==> config.mk <==
export PLATFORM = sky130hd
export DESIGN_NAME = crsh_back
export DESIGN_NICKNAME = d
export VERILOG_FILES = /design/src/hw/rtl/crsh_pkg.sv /design/src/hw/rtl/crsh_back.sv
export SDC_FILE = /design/constraint.sdc
export NUM_CORES = 2
export LEC_CHECK = 0
export ABC_AREA = 1
export BUFFER_PORTS_ARGS = -buffer_cell sky130_fd_sc_hd__buf_4
export CAP_MARGIN = 30
export CORE_UTILIZATION = 55
export DETAILED_ROUTE_END_ITERATION = 8
export PLACE_DENSITY = 0.75
export SYNTH_ARGS = -nofsm -noshare
export SYNTH_HDL_FRONTEND = slang
export SYNTH_SLANG_ARGS = --single-unit
==> constraint.sdc <==
create_clock -name clk -period 10.57 [get_ports clk]
set_input_delay 2.6425 -clock clk [delete_from_list [all_inputs] [get_ports clk]]
set_output_delay 2.6425 -clock clk [all_outputs]
set_load 0.005 [all_outputs]
==> src/hw/rtl/crsh_pkg.sv <==
// ----------------------------------------------------------------------------
// crsh_pkg
// Shared types, widths and helpers for the closest ray/segment hit block.
// ----------------------------------------------------------------------------
package crsh_pkg;

  localparam int COORD_W         = 16;  // target, segment and hit fields
  localparam int LIGHT_W         = 15;  // light position registers
  localparam int SCREEN_W        = 12;  // screen size registers
  localparam int CFG_DATA_W      = 15;  // widest register
  localparam int CFG_INDEX_W     = 2;
  localparam int DIFF_W          = 17;  // coordinate differences
  localparam int PROD_W          = 34;  // 17 x 17 products
  localparam int SUM_W           = 35;  // den, num1, num2
  localparam int DIST_W          = 35;
  localparam int DIV_N_W         = 54;  // dividend magnitude
  localparam int DIV_D_W         = 36;  // divisor, 2 * den
  localparam int DIV_CNT_W       = 6;
  localparam int QSAT_W          = 18;  // saturated quotient magnitude
  localparam int LIM_W           = 21;  // screen limit before saturation
  localparam int COORD_FRAC_BITS = 4;

  // register indexes
  localparam logic [CFG_INDEX_W-1:0] REG_LIGHT_X       = 2'd0;
  localparam logic [CFG_INDEX_W-1:0] REG_LIGHT_Y       = 2'd1;
  localparam logic [CFG_INDEX_W-1:0] REG_SCREEN_WIDTH  = 2'd2;
  localparam logic [CFG_INDEX_W-1:0] REG_SCREEN_HEIGHT = 2'd3;

  // one classified segment, front to back
  typedef struct packed {
    logic                      hit;
    logic                      last;
    logic [SUM_W-1:0]          num1;
    logic [SUM_W-1:0]          den;
    logic signed [DIFF_W-1:0]  dx;
    logic signed [DIFF_W-1:0]  dy;
    logic signed [COORD_W-1:0] tx;
    logic signed [COORD_W-1:0] ty;
  } seg_entry_t;

  typedef struct packed {
    logic valid;
    logic full;
  } q_stat_t;

  typedef enum logic [3:0] {
    B_IDLE, B_MULX, B_DIVX, B_MULY, B_DIVY, B_CLAMP, B_SQUARE, B_UPDATE, B_EMIT
  } back_state_t;

  // largest hit coordinate for a screen size in pixels
  function automatic logic [LIGHT_W-1:0] screen_limit(input logic [SCREEN_W-1:0] pixels,
                                                     input int frac);
    logic [SCREEN_W-1:0] p;
    logic [LIM_W-1:0]    lv;
    p  = (pixels == '0) ? SCREEN_W'(1) : pixels;
    lv = LIM_W'(p - SCREEN_W'(1)) << frac;
    if (lv > LIM_W'(32767)) return LIGHT_W'(32767);
    return lv[LIGHT_W-1:0];
  endfunction

endpackage

==> src/hw/rtl/crsh_back.sv <==
// ----------------------------------------------------------------------------
// crsh_back
// Computes the hit point of each hit segment with a shared bit-serial
// divider, clamps it, keeps the nearest one and emits the query result.
// ----------------------------------------------------------------------------
module crsh_back #(
  parameter int FRAC_BITS = crsh_pkg::COORD_FRAC_BITS
) (
  input  logic                                clk,
  input  logic                                rst,
  input  logic [crsh_pkg::LIGHT_W-1:0]        light_x,
  input  logic [crsh_pkg::LIGHT_W-1:0]        light_y,
  input  logic [crsh_pkg::SCREEN_W-1:0]       screen_width,
  input  logic [crsh_pkg::SCREEN_W-1:0]       screen_height,
  input  crsh_pkg::seg_entry_t                head,
  input  crsh_pkg::q_stat_t                   q_stat,
  output logic                                pop,
  output logic                                out_valid,
  input  logic                                out_ready,
  output logic signed [crsh_pkg::COORD_W-1:0] hit_x,
  output logic signed [crsh_pkg::COORD_W-1:0] hit_y,
  output logic                                was_hit
);

  localparam int NW = crsh_pkg::DIV_N_W;
  localparam int DW = crsh_pkg::DIV_D_W;
  localparam int QW = crsh_pkg::QSAT_W;
  localparam int LW = crsh_pkg::LIGHT_W;
  localparam int EW = crsh_pkg::DIFF_W;
  localparam logic [crsh_pkg::DIV_CNT_W-1:0] LAST_STEP = crsh_pkg::DIV_CNT_W'(NW - 1);

  crsh_pkg::back_state_t state, state_next;
  crsh_pkg::seg_entry_t  ent;

  logic                 can_emit, div_last;
  logic [DW-1:0]        div_rem;
  logic [NW-1:0]        div_q;
  logic                 div_neg;
  logic [crsh_pkg::DIV_CNT_W-1:0] div_cnt;
  logic signed [QW:0]   qx, qy;
  logic [LW-1:0]        hx, hy, best_x, best_y;
  logic signed [EW-1:0] ex, ey;
  logic [2*EW-1:0]      sqx, sqy;
  logic [crsh_pkg::DIST_W-1:0] best_dist, hit_dist;
  logic                 have_best;

  assign can_emit = !out_valid || out_ready;
  assign div_last = (div_cnt == LAST_STEP);

  // next state
  always_comb begin
    state_next = state;
    unique case (state)
      crsh_pkg::B_IDLE:
        if (q_stat.valid) state_next = head.hit ? crsh_pkg::B_MULX : crsh_pkg::B_UPDATE;
      crsh_pkg::B_MULX:   state_next = crsh_pkg::B_DIVX;
      crsh_pkg::B_DIVX:   if (div_last) state_next = crsh_pkg::B_MULY;
      crsh_pkg::B_MULY:   state_next = crsh_pkg::B_DIVY;
      crsh_pkg::B_DIVY:   if (div_last) state_next = crsh_pkg::B_CLAMP;
      crsh_pkg::B_CLAMP:  state_next = crsh_pkg::B_SQUARE;
      crsh_pkg::B_SQUARE: state_next = crsh_pkg::B_UPDATE;
      crsh_pkg::B_UPDATE: state_next = ent.last ? crsh_pkg::B_EMIT : crsh_pkg::B_IDLE;
      crsh_pkg::B_EMIT:   if (can_emit) state_next = crsh_pkg::B_IDLE;
      default:            state_next = crsh_pkg::B_IDLE;
    endcase
  end

  // outputs of the sequencer
  always_comb begin
    pop = 1'b0;
    unique case (state)
      crsh_pkg::B_IDLE: pop = q_stat.valid;
      default:          pop = 1'b0;
    endcase
  end

  always_ff @(posedge clk) begin
    if (rst) state <= crsh_pkg::B_IDLE;
    else     state <= state_next;
  end

  // numerator 2*num1*d + den for the axis in work
  logic signed [NW:0]   numer;
  logic signed [EW-1:0] mul_d;
  logic [NW-1:0]        numer_mag;
  always_comb begin
    mul_d     = (state == crsh_pkg::B_MULY) ? ent.dy : ent.dx;
    numer     = ((NW+1)'($signed({1'b0, ent.num1})) * (NW+1)'(mul_d) <<< 1)
                + (NW+1)'($signed({1'b0, ent.den}));
    numer_mag = numer[NW] ? NW'(-numer) : NW'(numer);
  end

  // one restoring division step
  logic [DW:0]   rem_sh;
  logic          ge;
  logic [DW-1:0] rem_new;
  logic [NW-1:0] q_new;
  always_comb begin
    rem_sh  = {div_rem, div_q[NW-1]};
    ge      = (rem_sh >= {1'b0, ent.den, 1'b0});
    rem_new = ge ? DW'(rem_sh - {1'b0, ent.den, 1'b0}) : rem_sh[DW-1:0];
    q_new   = {div_q[NW-2:0], ge};
  end

  // floor quotient, saturated to the range that can still land on screen
  logic [NW-1:0]      q_adj;
  logic [QW-1:0]      q_sat;
  logic signed [QW:0] q_fin;
  always_comb begin
    q_adj = q_new + NW'(div_neg && (rem_new != '0));
    q_sat = (q_adj >= NW'(1 << (QW - 1))) ? QW'(1 << (QW - 1)) : q_adj[QW-1:0];
    q_fin = div_neg ? -$signed({1'b0, q_sat}) : $signed({1'b0, q_sat});
  end

  // hit point clamp to the screen
  logic [LW-1:0] lim_x, lim_y, hx_c, hy_c;
  logic signed [QW+1:0] sx, sy;
  always_comb begin
    lim_x = crsh_pkg::screen_limit(screen_width, FRAC_BITS);
    lim_y = crsh_pkg::screen_limit(screen_height, FRAC_BITS);
    sx    = $signed({5'b00000, light_x}) + (QW+2)'(qx);
    sy    = $signed({5'b00000, light_y}) + (QW+2)'(qy);
    if (sx < 0)                            hx_c = '0;
    else if (sx > $signed({5'b0, lim_x}))  hx_c = lim_x;
    else                                   hx_c = sx[LW-1:0];
    if (sy < 0)                            hy_c = '0;
    else if (sy > $signed({5'b0, lim_y}))  hy_c = lim_y;
    else                                   hy_c = sy[LW-1:0];
  end

  assign hit_dist = crsh_pkg::DIST_W'(sqx) + crsh_pkg::DIST_W'(sqy);

  // datapath
  always_ff @(posedge clk) begin
    if (pop) ent <= head;
    if (state == crsh_pkg::B_MULX || state == crsh_pkg::B_MULY) begin
      div_q   <= numer_mag;
      div_rem <= '0;
      div_neg <= numer[NW];
      div_cnt <= '0;
    end
    if (state == crsh_pkg::B_DIVX || state == crsh_pkg::B_DIVY) begin
      div_q   <= q_new;
      div_rem <= rem_new;
      div_cnt <= div_cnt + 1'b1;
    end
    if (state == crsh_pkg::B_DIVX && div_last) qx <= q_fin;
    if (state == crsh_pkg::B_DIVY && div_last) qy <= q_fin;
    if (state == crsh_pkg::B_CLAMP) begin
      hx <= hx_c;
      hy <= hy_c;
      ex <= $signed({2'b00, hx_c}) - $signed({2'b00, light_x});
      ey <= $signed({2'b00, hy_c}) - $signed({2'b00, light_y});
    end
    if (state == crsh_pkg::B_SQUARE) begin
      sqx <= (2*EW)'(ex * ex);
      sqy <= (2*EW)'(ey * ey);
    end
  end

  // running nearest hit and result register
  always_ff @(posedge clk) begin
    if (rst) begin
      have_best <= 1'b0;
      best_x    <= '0;
      best_y    <= '0;
      best_dist <= '0;
      out_valid <= 1'b0;
    end else begin
      if (out_valid && out_ready) out_valid <= 1'b0;
      if (state == crsh_pkg::B_UPDATE && ent.hit && (!have_best || hit_dist < best_dist)) begin
        have_best <= 1'b1;
        best_x    <= hx;
        best_y    <= hy;
        best_dist <= hit_dist;
      end
      if (state == crsh_pkg::B_EMIT && can_emit) begin
        out_valid <= 1'b1;
        have_best <= 1'b0;
        best_x    <= '0;
        best_y    <= '0;
        best_dist <= '0;
      end
    end
  end

  always_ff @(posedge clk) begin
    if (state == crsh_pkg::B_EMIT && can_emit) begin
      hit_x   <= have_best ? $signed({1'b0, best_x}) : ent.tx;
      hit_y   <= have_best ? $signed({1'b0, best_y}) : ent.ty;
      was_hit <= have_best;
    end
  end

endmodule
==> results_dict.tcl <==
set metrics [dict create \
    cts_tree "built" \
    chipWidth_um 361.0 \
    synth_edf_count 430 \
    seq_area_frac_synth 0.2023 \
    detailedRoute.firstPassIterationCount 8 \
    clk_latency_ns 0.72 \
    top_usage_layer "met2" \
    gp_congestion 1.004 \
    grt_use_met2 0.5117 \
    critPathKind "reg2reg" \
    cts.sinks 501 \
    slowest_stage "fa_1" \
    ys_warn_count 0 \
    final-setup-viol-count 0 \
    htree_levels 2 \
    fin_tns_setup_ns 0 \
    ys.flop_type "edfxtp_1" \
    drive_gt1_frac 0.07589 \
    crit_fanout 32 \
    crit_arrival_ns 10.39 \
    async_flop_share 0 \
    clk_pin_slew_ns 0.06 \
    fin_crit_ns 9.974 \
    finalHoldViolCount 0 \
    wirelength_um 190300 \
    yosys.area.top_type "fa_1" \
    synthMostInstantiatedCell "inv_1" \
    rows 131 \
    pin_count 232 \
    num_vias 57370 \
    gr-total-overflow 0 \
    grt_pass1_wl_um 308900 \
    slew_headroom 0.3309 \
    die-area_um2 130300 \
    drc 0 \
    clock_path_buffers 3 \
    portBuffers 230 \
    numCtsBuffers 59 \
    grt_use_met3 0.03809 \
    core_area_um2 127700 \
    timing.rr.start "state[2]$_SDFFE_PP0P_" \
    r2r_cells 51 \
    yosys-top-cells-area "fa_1 (28%), edfxtp_1 (18%), inv_1 (11%), nand2_1 (10%), ha_1 (10%)" \
    nets 10780 \
    vias_per_cell 5.333 \
    ys_types 71 \
    antenna_found_initial 7 \
    worst_setup_path_end_kind "flop" \
    antenna_left 0 \
    dp_hpwl_um 158200 \
    fillCellCount 11160 \
    syn_inst 8792 \
    cts_root_buf "clkbuf_16" \
    tightestPinTransition_ns 1.002 \
    hp-class "reg2reg" \
    rsz0062_at_grt "false" \
    die_h_um 361.0 \
    outcome "completed" \
    hold_end "state[0]$_SDFFE_PP0P_" \
    rr_endpoint "div_q[52]$_DFFE_PP_" \
    fmax_mhz 100.3 \
    fin_worst_skew_ns 0.05425 \
    synth-seq-cells 501 \
    syn_area_um2 70870 \
    syn_nets 10540 \
    grtUsageMet1 0.3914 \
    cts_hold_buf 0 \
    syn_avg_cell_area_um2 8.060 \
    area_growth_pct 9.181 \
    crit_path_start_kind "flop" \
    netlist_top_cells_count "inv_1 (2069), nand2_1 (1939), fa_1 (980)" \
    drtIter0Drc 4165 \
    wl_per_cell_um 17.69 \
    yosys.area.top_type_share 0.2768 \
    critical-path-max-stage-delay_ns 0.56 \
    maxCapViolCount 0 \
    min_path_cells 1 \
    reg2reg_slack_ns 0.60 \
    start_util 0.5550 \
    grt_usage 0.2997 \
    worstPathRequired_ns 10.99 \
    drv_slew 0 \
    grt_max_degree 81 \
    hold_path.startpoint "state[3]$_SDFFE_PP0P_" \
    grt_pass1_vias 58430 \
    timing.final.crit_share 0.9437 \
]
[worst max-delay path, delay by kind of cell, from the launching register on]
family,cells,cell delay [ns]
AOI/OAI and AO/OA,4,0.56
and+or+nand+nor,21,2.70
buffers and inverters,16,1.79
xor gates and xnor gates,2,0.44
adders and majority gates,8,3.85
DFF,1,0.32
[metal layers]
layer,wire length (um),vias to the layer above
met1,77630,27810
li1,-,27190
met2,92210,1959
met5,31,-
met4,7621,4
met3,12780,401
[kinds of logic (layout without fill, tap and decap cells)]
logic type      count (synthesis)  in the layout  share of synthesized area
simple gates                 3328           3328                     0.1941
xor+xnor                      358            358                    0.04446
fa+ha+maj                    1546           1546                     0.3768
other cells                     0              3                          0
buf+inv                      2307           2607                     0.1232
compound gates                752            752                    0.05918
flops                         501            501                     0.2023
[cell usage in the layout (no fill, tap or decap), types with 13 or more instances in the layout]
master        n
nor4_1       13
nor3_1       64
dfxtp_1      70
fa_1        980
clkinv_2     14
xnor2_1     113
a211oi_1     23
nand3_1     239
o21ai_1      45
edfxtp_1    430
a21o_1       15
clkbuf_16    61
o21ai_0     219
clkinv_1     15
buf_4       387
xor2_1      242
a31oi_1      24
nor2_2       31
nand2_2      36
nand2_1    1938
nand4_1      86
o21bai_1     22
inv_1      2061
nor2_1      804
or2_2        34
a21oi_1     320
ha_1        566
inv_2        17
a21boi_0     17
[flip-flops by register name, indices dropped and copies added (netlist names), 6 cells and up]
name / flops
hy: 15
hx: 15
div_cnt: 6
qx: 19
div_q: 54
qy: 19
best_x: 15
hit_y: 16
best_dist: 35
ey: 16
best_y: 15
ex: 16
hit_x: 16
sqy: 31
ent: 138
sqx: 31
div_rem: 36
[area by class of cell]
class	instances	area [um^2]	area share
Antenna cell	3	7.507	0.00009703
Clock buffer	74	1595	0.02062
Clock inverter	38	415.4	0.005369
Inverter	2097	7898	0.1021
Multi-Input combinational cell	5984	47920	0.6193
Sequential cell	501	14340	0.1853
Tap cell	1662	2079	0.02688
Timing Repair Buffer	398	3126	0.04040
[per-stage QoR]
stage / utilization / std cells / hold slack, ns / instance area, um^2 / setup WS [ns]
finish: 0.6060 / 10760 / 0.4469 / 77370 / 0.5956
detailed placement: 0.5889 / 10630 / 0.4412 / 75190 / 0.2864
global route: 0.6059 / 10760 / 0.4679 / 77370 / 0.002498
global placement: 0.5889 / 10630 / 0.4380 / 75190 / 0.3293
CTS: 0.6046 / 10740 / 0.4498 / 77200 / 0.2230
floorplan: - / 8792 / 0.4064 / 70870 / 1.723
[worst max path at each step]
stage	to	slack (ns)	cells after the start	from
floorplan	pop	1.72	2	q_stat[1]
global placement	div_q[52]$_DFFE_PP_	0.33	48	state[0]$_SDFFE_PP0P_
detailed placement	div_q[34]$_DFFE_PP_	0.29	50	state[0]$_SDFFE_PP0P_
CTS	div_q[34]$_DFFE_PP_	0.22	50	state[0]$_SDFFE_PP0P_
global route	div_q[53]$_DFFE_PP_	0.002	52	state[2]$_SDFFE_PP0P_
finish	div_q[52]$_DFFE_PP_	0.60	51	state[2]$_SDFFE_PP0P_
[repair_timing]
| item | in CTS | in global routing |
|---|---|---|
| resized for setup | 0 | 19 |
| setup buffers | 0 | 10 |
| endpoints found under the setup margin | 0 | 52 |
Power is not shown: default switching activity piles up to over one toggle a cycle in this logic, so the estimate is an artifact.
