<file path="src/hw/rtl/crsh_pkg.sv">
// ----------------------------------------------------------------------------
// crsh_pkg
// Shared types, widths and helpers for the closest ray/segment hit block.
// ----------------------------------------------------------------------------
package crsh_pkg;

  localparam int COORD_W         = 16;  // target, segment and hit fields
  localparam int LIGHT_W         = 15;  // light position registers
  localparam int SCREEN_W        = 12;  // screen size registers
  localparam int CFG_DATA_W      = 15;  // widest register
  localparam int CFG_INDEX_W     = 2;
  localparam int DIFF_W          = 17;  // coordinate differences
  localparam int PROD_W          = 34;  // 17 x 17 products
  localparam int SUM_W           = 35;  // den, num1, num2
  localparam int DIST_W          = 35;
  localparam int DIV_N_W         = 54;  // dividend magnitude
  localparam int DIV_D_W         = 36;  // divisor, 2 * den
  localparam int DIV_CNT_W       = 6;
  localparam int QSAT_W          = 18;  // saturated quotient magnitude
  localparam int LIM_W           = 21;  // screen limit before saturation
  localparam int COORD_FRAC_BITS = 4;

  // register indexes
  localparam logic [CFG_INDEX_W-1:0] REG_LIGHT_X       = 2'd0;
  localparam logic [CFG_INDEX_W-1:0] REG_LIGHT_Y       = 2'd1;
  localparam logic [CFG_INDEX_W-1:0] REG_SCREEN_WIDTH  = 2'd2;
  localparam logic [CFG_INDEX_W-1:0] REG_SCREEN_HEIGHT = 2'd3;

  // one classified segment, front to back
  typedef struct packed {
    logic                      hit;
    logic                      last;
    logic [SUM_W-1:0]          num1;
    logic [SUM_W-1:0]          den;
    logic signed [DIFF_W-1:0]  dx;
    logic signed [DIFF_W-1:0]  dy;
    logic signed [COORD_W-1:0] tx;
    logic signed [COORD_W-1:0] ty;
  } seg_entry_t;

  typedef struct packed {
    logic valid;
    logic full;
  } q_stat_t;

  typedef enum logic [3:0] {
    B_IDLE, B_MULX, B_DIVX, B_MULY, B_DIVY, B_CLAMP, B_SQUARE, B_UPDATE, B_EMIT
  } back_state_t;

  // largest hit coordinate for a screen size in pixels
  function automatic logic [LIGHT_W-1:0] screen_limit(input logic [SCREEN_W-1:0] pixels,
                                                     input int frac);
    logic [SCREEN_W-1:0] p;
    logic [LIM_W-1:0]    lv;
    p  = (pixels == '0) ? SCREEN_W'(1) : pixels;
    lv = LIM_W'(p - SCREEN_W'(1)) << frac;
    if (lv > LIM_W'(32767)) return LIGHT_W'(32767);
    return lv[LIGHT_W-1:0];
  endfunction

endpackage

</file>
<file path="src/hw/rtl/crsh_queue.sv">
// ----------------------------------------------------------------------------
// crsh_queue
// Two-entry queue of classified segments between front and back.
// ----------------------------------------------------------------------------
module crsh_queue (
  input  logic                 clk,
  input  logic                 rst,
  input  logic                 push,
  input  crsh_pkg::seg_entry_t push_data,
  input  logic                 pop,
  output crsh_pkg::seg_entry_t head,
  output crsh_pkg::q_stat_t    q_stat
);

  crsh_pkg::seg_entry_t slots [2];
  logic       wr_ptr, rd_ptr;
  logic [1:0] count;

  always_ff @(posedge clk) begin
    if (rst) begin
      wr_ptr <= 1'b0;
      rd_ptr <= 1'b0;
      count  <= 2'd0;
    end else begin
      if (push) wr_ptr <= !wr_ptr;
      if (pop)  rd_ptr <= !rd_ptr;
      count <= count + 2'(push) - 2'(pop);
    end
  end

  always_ff @(posedge clk) begin
    if (push) slots[wr_ptr] <= push_data;
  end

  assign head         = slots[rd_ptr];
  assign q_stat.valid = (count != 2'd0);
  assign q_stat.full  = (count == 2'd2);

endmodule

</file>
<file path="config.mk">
export PLATFORM = sky130hd
export DESIGN_NAME = crsh_queue
export DESIGN_NICKNAME = d
export VERILOG_FILES = /design/src/hw/rtl/crsh_pkg.sv /design/src/hw/rtl/crsh_queue.sv
export SDC_FILE = /design/constraint.sdc
export NUM_CORES = 1
export LEC_CHECK = 0
export CAP_MARGIN = 20
export CORE_UTILIZATION = 53
export DETAILED_ROUTE_END_ITERATION = 16
export DONT_BUFFER_PORTS = 1
export HOLD_SLACK_MARGIN = 0.02
export MAX_ROUTING_LAYER = met4
export PLACE_DENSITY = 0.68
export SLEW_MARGIN = 20
export SYNTH_ARGS = -nofsm -noshare
export SYNTH_HDL_FRONTEND = slang
export SYNTH_SLANG_ARGS = --single-unit
</file>
<file path="constraint.sdc">
create_clock -name clk -period 15.65 [get_ports clk]
set_input_delay 0.7825 -clock clk [delete_from_list [all_inputs] [get_ports clk]]
set_output_delay 0.7825 -clock clk [all_outputs]
set_load 0.01 [all_outputs]
</file>
==> metrics.cfg, run 1 <==
[worst_setup_path]
worstReg2RegEnd = slots[1][11]$_DFFE_PP_
setup.worst_path.end_class = output pin
cp_top_family = flip-flops
setup.worst_path.class = flip-flop to output pin
critical_path_arrival_ps = 2810
timing.critical_path.cells = buf_4 > mux2_2
path_max_fanout = 76
ff2ff_path_depth = 2
regToRegStartpoint = wr_ptr$_SDFFE_PP0P_
critPathBufInv = 1
worst_reg2reg_setup_slack_ps = 13130
setup_crit_start_kind = flip-flop
timing.critical_path.slowest_stage_cell = sky130_fd_sc_hd__dfxtp_4
crit_path_max_cell_delay_ps = 880
required_ps = 14870

[floorplan]
die_w_um = 141
placeableCoreArea_um2 = 18800
rows = 50
die-area_um2 = 19800
floorplan.io_pins = 282
initial_utilization_pct = 54.3
die_y_um = 141

[sta]
finalClockSkew_ps = 10.5
report.final.setup_viol = 0
finalCriticalPeriod_ps = 3590
number_of_pins_with_negative_max_slew_slack_in_the_final_report = 0
max_freq_mhz = 278
pin_slew_with_the_least_headroom_to_its_limit_ps = 976
fin_ws_ps = 12060
max_slew_headroom_pct = 34.9
unrepaired_setup_endpoints_after_global_routing = no
fin_crit_sh_pct = 23.0
final.setup.tns_ps = 0
fin_worst_hold_slack_ps = 319
report.final.hold_viol_count = 0

[final_layout]
non_filler_cells_in_the_finished_layout = 749
fraction_of_final_layout_cells_sized_beyond_drive_strength_1_pct = 37.8
finalNetCount = 613
area_growth_syn_to_layout_pct = 10.6
antenna-diode-count = 0

[clock_tree]
insertion_delay_ps = 520
h-tree-depth = 1
clkSinkCount = 281
cts_max_path_buffers = 3
numCtsBuffers = 28
cts_tree = yes
cts_hold_repair.buffers = 0
library_cell_used_as_clock_root_buffer = sky130_fd_sc_hd__clkbuf_16
path_clk_slew_ps = 60
postCtsSetupBuffers = 0
number_of_gates_resized_after_cts = 0

[synthesis]
synth_top_area_cell = sky130_fd_sc_hd__edfxtp_1
most_common_cell_in_the_netlist = sky130_fd_sc_hd__edfxtp_1
synth_cell_types = 13
post_synth_most_frequent_cells = sky130_fd_sc_hd__edfxtp_1 (276), sky130_fd_sc_hd__mux2_2 (138), sky130_fd_sc_hd__buf_6 (14), sky130_fd_sc_hd__dfxtp_1 (5), sky130_fd_sc_hd__nor2_1 (4)
fraction_of_registers_with_async_set_or_reset_after_synthesis_pct = 0
avg_inst_size_synth_um2 = 22.7
yosysSeqAreaShare_pct = 82.0
yosys.area.top_type_share_pct = 81.1
predominant_post_synthesis_flop_cell = sky130_fd_sc_hd__edfxtp_1
gate_count_after_technology_mapping = 450
ys.warnings.count = 0
synth_area_leaders = sky130_fd_sc_hd__edfxtp_1 (81%), sky130_fd_sc_hd__mux2_2 (15%), sky130_fd_sc_hd__buf_6 (1.5%), sky130_fd_sc_hd__dfxtp_1 (0.98%), sky130_fd_sc_hd__ha_1 (0.24%)
count_of_flip_flops_with_a_built_in_enable_after_synthesis = 276
synthesis.nets = 594
total_of_flip_flops_plus_latches_after_synthesis = 281
syn-cell-area_um2 = 10200

[routing]
drt_first_iter_violations = 247
route.detailed.drc = 0
wl_per_cell_um = 22.7
postRouteWirelength_mm = 17.0
via_count = 4122
drt.antenna.violating_nets = 0
first_pass_iters = 7
route.detailed.vias_per_inst = 5.50

[run_status]
outcome = finished clean

[place]
dp_hpwl_mm = 10.8
place.gp.congestion = 0.758
buffer_ports.inserted = 0
detailedPlace.worstSlack_ps = 12550
numPlacedInstances = 699

[global_route]
grt.overflow.total = 0
grt_first_pass_wirelength_mm = 24.8
grt_antenna_before_repair = 0
grt_max_degree = 77
grt_util_all_layers_pct = 17.3
first_global_vias = 4439

[job]
maxCapViolCount = 0

[pwr]
ir_worst_vdd_uv = 102
power-per-cell-area_nw_per_um2 = 145
p_leak_uw = 0.00366

[worst_hold_path]
hold_start = rst
worstHoldPathCells = 1
hp-class = primary input to flip-flop

where the power goes:
group,internal (uW),switching [uW],total (uW)
registers,880,16.5,897
logic,46.7,71.2,118
clock network,368,259,626
flip-flops by register name, indices dropped and copies added (netlist names), named ones only:
| name | count |
|---|---|
| slots | 276 |
| count | 2 |
| rd_ptr | 1 |
| wr_ptr | 1 |
worst reg2reg max path, stage by stage, from the launching register on:
cell and delay, ps:
sky130_fd_sc_hd__dfxtp_1 420, sky130_fd_sc_hd__and2_4 810, sky130_fd_sc_hd__buf_4 870
kinds of logic after synthesis:
group,count (synthesis),share of synthesized area [%]
flops,281,82.0
fa+ha+maj,2,0.245
xor+xnor,3,0.392
mux,138,15.2
simple gates,9,0.453
buf+inv,17,1.66
area by class of cell:
cell class / instances / area, um^2
Clock buffer: 32 / 737
Multi-Input combinational cell: 152 / 1680
Inverter: 2 / 7.51
Clock inverter: 18 / 138
Tap cell: 260 / 325
Fill cell: 1337 / 7530
Timing Repair Buffer: 4 / 30.0
Sequential cell: 281 / 8390
cells in the final DEF, fill, tap and decap left out, types with 2 or more instances in the layout:
| cell type | instances |
|---|---|
| sky130_fd_sc_hd__bufinv_16 | 2 |
| sky130_fd_sc_hd__clkinv_2 | 5 |
| sky130_fd_sc_hd__clkinv_1 | 8 |
| sky130_fd_sc_hd__dfxtp_1 | 4 |
| sky130_fd_sc_hd__buf_4 | 4 |
| sky130_fd_sc_hd__edfxtp_1 | 276 |
| sky130_fd_sc_hd__nor2b_1 | 2 |
| sky130_fd_sc_hd__xnor2_1 | 2 |
| sky130_fd_sc_hd__ha_1 | 2 |
| sky130_fd_sc_hd__clkbuf_16 | 29 |
| sky130_fd_sc_hd__nor2_1 | 4 |
| sky130_fd_sc_hd__clkbuf_1 | 3 |
| sky130_fd_sc_hd__clkinvlp_4 | 3 |
| sky130_fd_sc_hd__mux2_2 | 138 |
| sky130_fd_sc_hd__inv_1 | 2 |
worst max-delay path by stage:
stage	to	startpoint	cells past startpoint	slack (ps)
after floorplan	slots[0][0]$_DFFE_PP_	push	1	8240
after global placement	head[110]	flip-flop	2	12600
after detailed placement	head[115]	flip-flop	2	12550
after CTS	head[115]	flip-flop	2	11980
after global routing	head[65]	flip-flop	2	11840
final	head[115]	flip-flop	2	12060
through the flow:
stage	cell area (um^2)	utilization, %	power (uW)
finish	11300	60.0	1640
CTS	11300	60.0	1660
global route	11300	60.0	1690
global placement	10400	55.4	1030
floorplan	10200	-	1020
detailed placement	10400	55.4	1030
metal layers:
metal,up-vias,part of all wire [%],track usage (%)
li1,1822,-,-
met1,2043,35,18.1
met2,214,51,29.2
met3,43,10,6.52
met4,0,3.6,7.27
met5,-,0,-
(Power assumes the default switching activity.)
==> run 2: changes to the inputs <==
--- a/config.mk
+++ b/config.mk
@@ -5,6 +5,7 @@
 export SDC_FILE = /design/constraint.sdc
 export NUM_CORES = 1
 export LEC_CHECK = 0
+export ABC_AREA = 1
 export CAP_MARGIN = 20
 export CORE_UTILIZATION = 53
 export DETAILED_ROUTE_END_ITERATION = 16
==> constraint.sdc (replaced) <==
create_clock -name clk -period 3.6 [get_ports clk]
set_input_delay 0.18 -clock clk [delete_from_list [all_inputs] [get_ports clk]]
set_output_delay 0.18 -clock clk [all_outputs]
set_load 0.01 [all_outputs]
==> run 2 against run 1 <==
  * Final area increased by 13%
  * Critical endpoint is now head[55]
  * Combinational power increased to 5.4 times the previous value
  * Via count is 16% higher
  * Critical path type unchanged
  * Cell count is 21% higher
  * Largest power group unchanged
==> metrics.cfg, run 2 <==
[floorplan]
placeableCoreArea_um2 = 18800
die_y_um = 141
die_w_um = 141
die-area_um2 = 19900
floorplan.io_pins = 282
initial_utilization_pct = 54.3
rows = 50

[place]
detailedPlace.worstSlack_ps = 1650
place.gp.congestion = 0.764
dp_hpwl_mm = 10.7
buffer_ports.inserted = 0

[worst_setup_path]
required_ps = 3420
regToRegStartpoint = wr_ptr$_SDFFE_PP0P_
critical_path_arrival_ps = 2280
ff2ff_path_depth = 3
worstReg2RegEnd = slots[1][74]$_DFFE_PP_
setup_crit_start_kind = flip-flop
setup.worst_path.class = flip-flop to output pin
setup.worst_path.end_class = output pin
path_max_fanout = 91
worst_reg2reg_setup_slack_ps = 1760

[synthesis]
synthesis.nets = 604
ys.warnings.count = 0
most_common_cell_in_the_netlist = sky130_fd_sc_hd__edfxtp_1
synth_xor_area_share_pct = 0.0856
predominant_post_synthesis_flop_cell = sky130_fd_sc_hd__edfxtp_1
syn-cell-area_um2 = 10200
synth_top_family_by_area = multiplexers
synth_adder_area_share_pct = 0.245
count_of_flip_flops_with_a_built_in_enable_after_synthesis = 276
avg_inst_size_synth_um2 = 22.2
yosys.area_share.simple_pct = 0.538
gate_count_after_technology_mapping = 460
yosysSeqAreaShare_pct = 82.0
fraction_of_registers_with_async_set_or_reset_after_synthesis_pct = 0
total_of_flip_flops_plus_latches_after_synthesis = 281
post_synth_most_frequent_cells = sky130_fd_sc_hd__edfxtp_1 (276), sky130_fd_sc_hd__mux2_2 (138), sky130_fd_sc_hd__buf_6 (14), sky130_fd_sc_hd__inv_1 (8), sky130_fd_sc_hd__nor2_1 (7)
yosys.area.top_type_share_pct = 81.0
synth_cell_types = 13
synth_area_leaders = sky130_fd_sc_hd__edfxtp_1 (81%), sky130_fd_sc_hd__mux2_2 (15%), sky130_fd_sc_hd__buf_6 (1.5%), sky130_fd_sc_hd__dfxtp_1 (0.98%), sky130_fd_sc_hd__inv_1 (0.29%)
synth_compound_area_share_pct = 0.0489
synth_top_area_cell = sky130_fd_sc_hd__edfxtp_1
post_synth_mux_area_share_pct = 15.2

[sta]
fin_worst_hold_slack_ps = 129
pin_slew_with_the_least_headroom_to_its_limit_ps = 1060
max_slew_headroom_pct = 29.4
report.final.setup_viol = 0
max_freq_mhz = 407
unrepaired_setup_endpoints_after_global_routing = no
finalCriticalPeriod_ps = 2460
fin_ws_ps = 1140
final.setup.tns_ps = 0
finalClockSkew_ps = 9.57
fin_crit_sh_pct = 68.2
report.final.hold_viol_count = 0
number_of_pins_with_negative_max_slew_slack_in_the_final_report = 0

[global_route]
grt_antenna_before_repair = 0
grt_util_all_layers_pct = 19.2
first_global_vias = 5240
grt_max_degree = 92
grt.overflow.total = 0
grt_first_pass_wirelength_mm = 27.9

[clock_tree]
numCtsBuffers = 29
h-tree-depth = 1
cts_tree = yes
postCtsSetupBuffers = 0
clkSinkCount = 281
library_cell_used_as_clock_root_buffer = sky130_fd_sc_hd__clkbuf_16
cts_hold_repair.buffers = 142
insertion_delay_ps = 520
number_of_gates_resized_after_cts = 0
cts_max_path_buffers = 3
path_clk_slew_ps = 50

[final_layout]
top_regs = slots (276), count (2)
area_growth_syn_to_layout_pct = 25.3
fraction_of_final_layout_cells_sized_beyond_drive_strength_1_pct = 28.9
antenna-diode-count = 0
finalNetCount = 766
final_common_cell = sky130_fd_sc_hd__edfxtp_1
final_cell_mix = sky130_fd_sc_hd__edfxtp_1 (276), sky130_fd_sc_hd__dlygate4sd3_1 (142), sky130_fd_sc_hd__mux2_2 (138)
top_register = slots
fin_util_pct = 68.1
largest_register_ffs = 276

[routing]
via_count = 4787
route.detailed.drc = 0
postRouteWirelength_mm = 18.9
route.detailed.vias_per_inst = 5.30
first_pass_iters = 4
drt.antenna.violating_nets = 0
wl_per_cell_um = 20.9
drt_first_iter_violations = 133

[run_status]
outcome = finished clean

[worst_hold_path]
hp-class = primary input to flip-flop
worstHoldPathCells = 4
hold_start = pop
min_to = count[1]$_SDFF_PP0_

[pwr]
total_power_uw = 7360
power-per-cell-area_nw_per_um2 = 574
p_leak_uw = 0.00431
ir_worst_vdd_uv = 390

[job]
maxCapViolCount = 0

==> run 2: changes by cell type after synthesis, sizes merged, moves of 3 or more <==
cell | before | now
nand2 | 0 | 5
nor2b | 3 | 0
inv | 2 | 8
nor2 | 4 | 7
==> run 2: metal layers <==
metal,up-vias,part of all wire [%],track usage (%),wire length [um]
met4,0,2.7,5.95,510
met1,2412,38,20.7,7150
met3,44,5.9,4.48,1120
li1,2138,-,-,-
met5,-,0,-,0
met2,193,54,34.9,10100
==> run 2: kinds of logic (layout without fill, tap and decap cells) <==
logic type | count (synthesis) | count (layout)
xor gates and xnor gates | 1 | 1
muxes | 138 | 138
AOI/OAI and AO/OA | 1 | 1
adders and majority gates | 2 | 2
buffers and inverters | 23 | 207
and+or+nand+nor | 14 | 14
DFF | 281 | 281
==> run 2: cell type report <==
| class | count | area [um^2] |
|---|---|---|
| Sequential cell | 281 | 8390 |
| Fill cell | 1199 | 6010 |
| Multi-Input combinational cell | 156 | 1660 |
| Timing Repair Buffer | 146 | 1480 |
| Clock buffer | 40 | 817 |
| Tap cell | 260 | 325 |
| Clock inverter | 13 | 115 |
| Inverter | 8 | 35.0 |
==> run 2: through the flow <==
stage / instance area [um^2] / std cells
global placement: 10500 / 709
finish: 12800 / 904
floorplan: 10200 / 460
detailed placement: 10500 / 709
global route: 12800 / 904
CTS: 12800 / 904
==> run 2: power breakdown <==
group          total [uW]  leakage (uW)  internal [uW]  switching [uW]
Combinational         633       0.00122            291             342
Sequential           3860       0.00263           3790            63.0
Clock                2870      0.000458           1720            1150
Total                7360       0.00431           5800            1560
==> run 2: worst max-delay path, cell delays in order (launching register included) <==
cell	delay [ps]
sky130_fd_sc_hd__dfxtp_4	760
sky130_fd_sc_hd__buf_12	440
sky130_fd_sc_hd__mux2_2	440
==> run 2: worst max-delay path by stage <==
stage | start | end | slack, ps | cells past startpoint
after global placement | flip-flop | head[136] | 1700 | 2
after floorplan | wr_ptr$_SDFFE_PP0P_ | slots[1][0]$_DFFE_PP_ | -10 | 2
final | flip-flop | head[55] | 1140 | 2
after global routing | flip-flop | head[55] | 1040 | 2
after CTS | flip-flop | head[136] | 1090 | 2
after detailed placement | flip-flop | head[136] | 1650 | 2
